$ cat src/rbsi_pkg.sv
`default_nettype none
// ---------------------------------------------------------------------------
// rbsi_pkg
// Shared constants, word types and stage records for the ray / box slab
// intersection pipeline.
// ---------------------------------------------------------------------------
package rbsi_pkg;

	// fixed point format
	localparam int FRAC_BITS = 16;
	localparam int DATA_W    = 32;
	// magnitude of a 33 bit difference
	localparam int MAG_W     = DATA_W + 1;
	// dividend: magnitude scaled by the fraction bits
	localparam int NUM_W     = MAG_W + FRAC_BITS;
	// dividend bits above the 32 quotient bits
	localparam int HI_W      = NUM_W - DATA_W;

	// divider: quotient bits resolved per pipeline stage
	localparam int STEPS_PER_STAGE = 2;
	localparam int DIV_STAGES      = DATA_W / STEPS_PER_STAGE;

	localparam int NUM_AXES  = 3;
	localparam int NUM_SLOTS = 2 * NUM_AXES;
	localparam int FACE_W    = 3;

	// hit point arithmetic
	localparam int PROD_W = 2 * DATA_W;
	localparam int SHR_W  = PROD_W - FRAC_BITS;
	localparam int SUM_W  = SHR_W + 1;

	localparam logic signed [DATA_W-1:0] S32_MAX = 32'sh7fffffff;
	localparam logic signed [DATA_W-1:0] S32_MIN = 32'sh80000000;

	typedef logic signed [DATA_W-1:0] fix_t;
	typedef logic [NUM_AXES-1:0][DATA_W-1:0] vec3_t;
	typedef logic [NUM_SLOTS-1:0][DATA_W-1:0] slots_t;

	// input word: one ray and one box
	typedef struct packed {
		fix_t box_min_x;
		fix_t box_min_y;
		fix_t box_min_z;
		fix_t box_max_x;
		fix_t box_max_y;
		fix_t box_max_z;
		fix_t origin_x;
		fix_t origin_y;
		fix_t origin_z;
		fix_t dir_x;
		fix_t dir_y;
		fix_t dir_z;
	} req_t;

	// result word
	typedef struct packed {
		logic              hit;
		fix_t              distance;
		fix_t              point_x;
		fix_t              point_y;
		fix_t              point_z;
		logic [FACE_W-1:0] face;
	} rsp_t;

	// ray data carried alongside the divider
	typedef struct packed {
		vec3_t org;
		vec3_t dir;
	} side_t;

	// divider output: six saturated slab distances plus the ray
	typedef struct packed {
		slots_t t;
		side_t  side;
	} slab_t;

	// selection output
	typedef struct packed {
		logic              hit;
		fix_t              distance;
		logic [FACE_W-1:0] face;
		side_t             side;
	} hitinfo_t;

endpackage

`default_nettype wire

$ cat src/rbsi_select.sv
`default_nettype none
// ---------------------------------------------------------------------------
// rbsi_select
// Near/far ordering per axis, tmin/tmax reduction, hit test, distance and
// face choice. Three register stages.
// ---------------------------------------------------------------------------
module rbsi_select import rbsi_pkg::*; (
	input  logic     clk,
	input  logic     arst_n,
	input  logic     en,
	input  logic     slab_valid,
	input  slab_t    slab,
	output logic     hinfo_valid,
	output hitinfo_t hinfo
);

	fix_t   lo_c [NUM_AXES];
	fix_t   hi_c [NUM_AXES];
	fix_t   lo_s1 [NUM_AXES];
	fix_t   hi_s1 [NUM_AXES];
	slots_t t_s1, t_s2;
	side_t  side_s1, side_s2;
	fix_t   tmin_c, tmax_c, tmin_s2, tmax_s2;
	logic   val_s1, val_s2;
	logic   hit_c;
	fix_t   dist_c;
	logic [FACE_W-1:0] face_c;

	// order each slab pair
	always_comb begin
		for (int a = 0; a < NUM_AXES; a++) begin
			if (signed'(slab.t[2*a]) < signed'(slab.t[2*a+1])) begin
				lo_c[a] = slab.t[2*a];
				hi_c[a] = slab.t[2*a+1];
			end else begin
				lo_c[a] = slab.t[2*a+1];
				hi_c[a] = slab.t[2*a];
			end
		end
	end

	// largest near, smallest far
	always_comb begin
		tmin_c = lo_s1[0];
		tmax_c = hi_s1[0];
		for (int a = 1; a < NUM_AXES; a++) begin
			if (lo_s1[a] > tmin_c) tmin_c = lo_s1[a];
			if (hi_s1[a] < tmax_c) tmax_c = hi_s1[a];
		end
	end

	// hit test, distance, last matching slot
	always_comb begin
		hit_c  = !(tmax_s2 < 0) && !(tmin_s2 > tmax_s2);
		dist_c = (tmin_s2 < 0) ? tmax_s2 : tmin_s2;
		face_c = '0;
		for (int i = 0; i < NUM_SLOTS; i++) begin
			if (signed'(t_s2[i]) == dist_c) face_c = FACE_W'(i);
		end
		if (!hit_c) begin
			dist_c = '0;
			face_c = '0;
		end
	end

	always_ff @(posedge clk or negedge arst_n) begin
		if (!arst_n) begin
			val_s1      <= 1'b0;
			val_s2      <= 1'b0;
			hinfo_valid <= 1'b0;
		end else if (en) begin
			val_s1      <= slab_valid;
			val_s2      <= val_s1;
			hinfo_valid <= val_s2;
		end
	end

	always_ff @(posedge clk) begin
		if (en) begin
			for (int a = 0; a < NUM_AXES; a++) begin
				lo_s1[a] <= lo_c[a];
				hi_s1[a] <= hi_c[a];
			end
			t_s1           <= slab.t;
			side_s1        <= slab.side;
			tmin_s2        <= tmin_c;
			tmax_s2        <= tmax_c;
			t_s2           <= t_s1;
			side_s2        <= side_s1;
			hinfo.hit      <= hit_c;
			hinfo.distance <= dist_c;
			hinfo.face     <= face_c;
			hinfo.side     <= side_s2;
		end
	end

endmodule

`default_nettype wire

$ cat config.mk
export PLATFORM = sky130hd
export DESIGN_NAME = rbsi_select
export DESIGN_NICKNAME = d
export VERILOG_FILES = /design/src/rbsi_pkg.sv /design/src/rbsi_select.sv
export SDC_FILE = /design/constraint.sdc
export NUM_CORES = 1
export LEC_CHECK = 0
export BUFFER_PORTS_ARGS = -buffer_cell sky130_fd_sc_hd__buf_2
export CORE_ASPECT_RATIO = 1.2
export CORE_MARGIN = 2
export CORE_UTILIZATION = 55
export CTS_CLUSTER_SIZE = 28
export DETAILED_ROUTE_END_ITERATION = 10
export PLACE_DENSITY = 0.76
export SKIP_LAST_GASP = 1
export SLEW_MARGIN = 20
export SYNTH_ARGS = -nofsm -noshare
export SYNTH_HDL_FRONTEND = slang
export SYNTH_SLANG_ARGS = --single-unit
$ cat constraint.sdc
create_clock -name clk -period 7.3 [get_ports clk]
set_input_delay 0.365 -clock clk [delete_from_list [all_inputs] [get_ports clk]]
set_output_delay 0.365 -clock clk [all_outputs]
set_load 0.01 [all_outputs]
* Yosys cells after proc, flatten, opt, wreduce, memory -nomap -nowiden
Memories as Yosys holds them, arrays and structs flattened.
Cells that the tools add are included.
** Storage, ports and cells
- Bits in registers :: 999
- Latch bits :: 0
- Memory bits (writable) :: 192
- Bits in read-only memories :: 0
- Bits of input ports :: 388
- Output and inout port bits :: 229
- Word-level logic and storage cells :: 77
- Memories kept :: 2
** Memories
- hi_s1 :: words 3, bits a word 32, read ports 3, clocked after Yosys merged registers in 0, wr ports 3, RTL line rbsi_select.sv:20 : fix_t hi_s1 [NUM_AXES];
- lo_s1 :: words 3, bits a word 32, read ports 3, clocked after Yosys merged registers in 0, wr ports 3, RTL line rbsi_select.sv:19 : fix_t lo_s1 [NUM_AXES];
** Operators by class
- Add/subtract/negate cells :: 0
- Multipliers :: 0
- Div/mod/pow operators :: 0
- Magnitude comparators :: 10
- Equality and inequality tests :: 5
- Shifts and indexed selects :: 0
- Muxes and demuxes :: 18
- Bitwise gates (word level) :: 1
- Reductions and logical operators :: 4
** Operators with widths (count)
- two-way mux 32 bit :: 11
- == test 32 bit :: 5
- < comparator 32 bit :: 5
- > comparator 32 bit :: 3
- < comparator 32 x 1 -> 1 bit, second input constant :: 2
- two-way mux 3 bit :: 4
- two-way mux 1 bit :: 3
- OR reduction 3 bit :: 1
- zero test 1 bit :: 2
- logical AND 1 bit :: 1
- NOT 1 bit :: 1

* Longest topological paths before layout
- Word-level depth :: 8
- Mapped depth :: 23
- Depth with buffers taken out :: 20

* Worst setup path before layout
No wires, ideal clock.
- Path type :: register to register
- Start :: memory lo_s1[0][52] (netlist name)
- End :: register tmin_s2[1] (data pin)
- Setup time :: 264 ps
- Data arrival time :: 4853 ps
- Required time :: 7036 ps
- Slack :: 2183 ps
- Cell stages (with the launch flop) :: 22
- Buffers on the path :: 3
- Clock period less this slack :: 5117 ps
- Path through :: edfxtp_1 ha_1 nand4_1 or2_2 or3_1 a311oi_1 o31ai_1 a21oi_1 buf_2 mux2i_1 ha_1 nand4_1 nor3_1 nand3_1 or3_1 nor4_1 o211ai_1 nand4b_1 mux2_2 buf_4 buf_6 mux2i_1
** RTL lines
- start: declaration :: RTL line rbsi_select.sv:19
- end signal: assignment :: RTL line rbsi_select.sv:86 : tmin_s2 <= tmin_c;
- end: declaration :: RTL line rbsi_select.sv:23 : fix_t tmin_c, tmax_c, tmin_s2, tmax_s2;

==> flow_summary.yaml <==
status:
  status: "complete, no violations"
timing:
  finalHoldViolCount: 0
  slew_violations: 0
  tightestPinTransition_ns: 1.21
  fin_setup_tns_ns: 0
  fin_crit_ns: 6.39
  skew_ns: 0.0456
  rsz0062_at_grt: "no"
  relSlewSlack: 0.193
  setup_viol: 0
  post-route-period-util: 0.875
  fmax_mhz: 157
yosys:
  yosys-top-cells-area: "edfxtp_1, ha_1, mux2_2, xnor2_1, mux2i_1"
  synth_area_sq_um: 48100
  async_flop_share: 0.00252
  synth_edf_count: 1188
  synth_most_common_cell: "edfxtp_1"
  yosys.area_share.simple: 0.0314
  synth_mux_area_frac: 0.0735
  ys_ff_latch: 1191
  synth_nets: 3418
  synthFlopType: "edfxtp_1"
  synthTopCellsByCount: "edfxtp_1, inv_1, ha_1"
  syn_area_per_cell_sq_um: 17.3
  yosysSeqAreaShare: 0.743
  synth_top_family_by_area: "multiplexers"
  post_synth_num_cell_types: 55
  synth_compound_area_frac: 0.0323
  yosysTopAreaCellShare: 0.741
  syn-instance-count: 2778
  synthXorXnorAreaFrac: 0.0293
  synth.yosys.warnings: 0
  synth_fa_ha_area_frac: 0.0655
  yosysTopAreaCell: "edfxtp_1"
final_layout:
  area_delta_synth_final_pct: 25.4
  fin_nets: 4513
  fin_util: 0.698
  finalNonFillerCells: 5116
  layout-drive-gt1-share: 0.252
  finish.instance_area_sq_um: 60400
critical_path:
  critPathMaxFanout: 21
  start_kind: "flop"
  required_ns: 7.70
  path_cells: "ha_1, nand4_1, or2_2, or3_1, a311oi_1, o31ai_1, a21oi_4, mux2i_1, ha_1, nand4_1, nor3_1, nand3_1, or3_1, nor4_1, o211ai_1, nand4b_1, mux2_2, buf_4, mux2i_1"
  path_buf_inv: 1
  cp_top_family: "simple AND/OR/NAND/NOR gates"
  critPathSlowestCell: "a21oi_4"
  critical_path_class: "flop to flop"
  cpPeakStageDelay_ns: 0.86
  arrival_ns: 6.79
  endpoint_kind: "flop"
clock_tree:
  clock_latency_ns: 0.70
  cts_root_buffer: "clkbuf_16"
  numCtsBuffers: 110
  clk_pin_slew_worst_paths_ns: 0.06
  cts_max_path_buffers: 3
  postCtsResizedCells: 0
  post_cts_buffers: 0
  postCtsHoldBufs: 364
  cts_htree_levels: 3
  cts_sinks: 1191
  cts_tree: "yes"
grt:
  grt_max_degree: 199
  antenna_found_initial: 11
  overflow: 0
  gr-usage-all-layers: 0.298
  grt_pass1_vias: 28500
  grt_pass1_wl_um: 190000
power_and_ir_drop:
  power_density_nw_per_um2: 304
  power_mw: 18.3
  max-vdd-ir-drop_mv: 0.279
  p_leak_nw: 24.1
placement:
  portBuffers: 616
  dp.cells: 4537
  place_congestion: 0.927
  placed_area_sq_um: 52900
  hpwlAfterDp_um: 93400
drt:
  wl_per_cell_um: 26.4
  routed_via_density: 5.53
  route.detailed.drc: 0
  ant_nets: 0
  dr_total_vias: 28300
  drt_pass1_iterations: 6
  wirelength_um: 135000
  drtIter0Drc: 3311
die:
  rows: 118
  die-width_um: 274
  start_util: 0.556
  pin_count: 617
  die-area_sq_um: 89900
  die_h_um: 328
  core_sq_um: 86500
hold_path:
  hold_class: "primary input to flop"
flow_run:
  drv_cap: 0
[per-stage QoR]
step	setup slack, ns	hold WS, ns
global placement	0.936	0.160
global route	0.546	0.00979
finish	0.913	0.0312
CTS	0.910	0.000208
floorplan	2.18	0.0694
detailed placement	0.941	0.163
[layer usage]
metal	up-vias	track usage	routed length (um)	share of wire
met4	2	0.151	7430	0.055
met3	268	0.0470	8860	0.066
met2	1303	0.529	69800	0.52
met1	14000	0.350	48900	0.36
met5	-	0	11	0.000081
li1	12700	-	-	-
[flip-flops by register name, indices dropped and copies added, names as in the netlist]
| signal | flops |
|---|---|
| lo_s1 | 96 |
| hinfo | 228 |
| hinfo_valid | 1 |
| tmax_s2 | 32 |
| val_s2 | 1 |
| hi_s1 | 96 |
| val_s1 | 1 |
| side_s2 | 192 |
| tmin_s2 | 32 |
| t_s1 | 160 |
| t_s2 | 160 |
| side_s1 | 192 |
[power by group]
part           internal [mW]  switching (mW)
logic                   1.46            2.22
clock network           3.36            2.63
registers               8.37           0.309
total                   13.2            5.16
[logic make-up (layout without fill, tap and decap cells)]
logic type                 after synthesis  in the layout
adders and majority gates              252            252
and+or+nand+nor                        296            296
other                                    0             14
DFF                                   1191           1191
AOI/OAI and AO/OA                      246            246
muxes                                  327            327
xor gates and xnor gates               161            161
buffers and inverters                  305           1489
[area by class of cell]
class	instances	area (sq um)
flip-flops and latches	1191	35700
repair buffers	1026	7160
inverters	262	983
clock buffers	124	2810
fillers	5508	26200
well taps	1140	1430
clock inverters	77	930
diodes	14	35.0
multi-input cells	1282	11300
[cells in the final DEF, fill, tap and decap left out, drive strengths merged, types with 3 or more instances in the layout]
master	instances
a21oi	100
or3	4
a211oi	13
nand2b	9
nor2	97
a211o	4
and4	6
o311a	3
xor2	5
buf	662
o31ai	4
o211ai	8
nand2	36
nand4	48
o21a	11
clkinvlp	9
a21o	50
nor2b	20
o21ai	30
inv	268
diode	14
and3	3
nor3	14
mux2i	126
clkbuf	124
dlygate4sd3	364
xnor2	156
bufinv	16
mux2	201
edfxtp	1188
a31oi	5
clkinv	46
dfrtp	3
o221ai	3
ha	252
nor4	41
nand3	11
[final timing paths]
| kind | start | to | slack (ns) | depth (start not counted) |
|---|---|---|---|---|
| max | lo_s1[0][52] | tmin_s2[26] | 0.91 | 19 |
| min | slab[215] | lo_s1[0][23] | 0.03 | 2 |
| max reg2reg | lo_s1[0][52] | tmin_s2[26] | 0.91 | 19 |
| min reg2reg | t_s1[158] | t_s2[158] | 0.39 | 0 |
| max in group asynchronous | arst_n | hinfo_valid | 6.59 | 3 |
| min in group asynchronous | arst_n | val_s2 | 0.56 | 3 |
(Power assumes the default switching activity.)
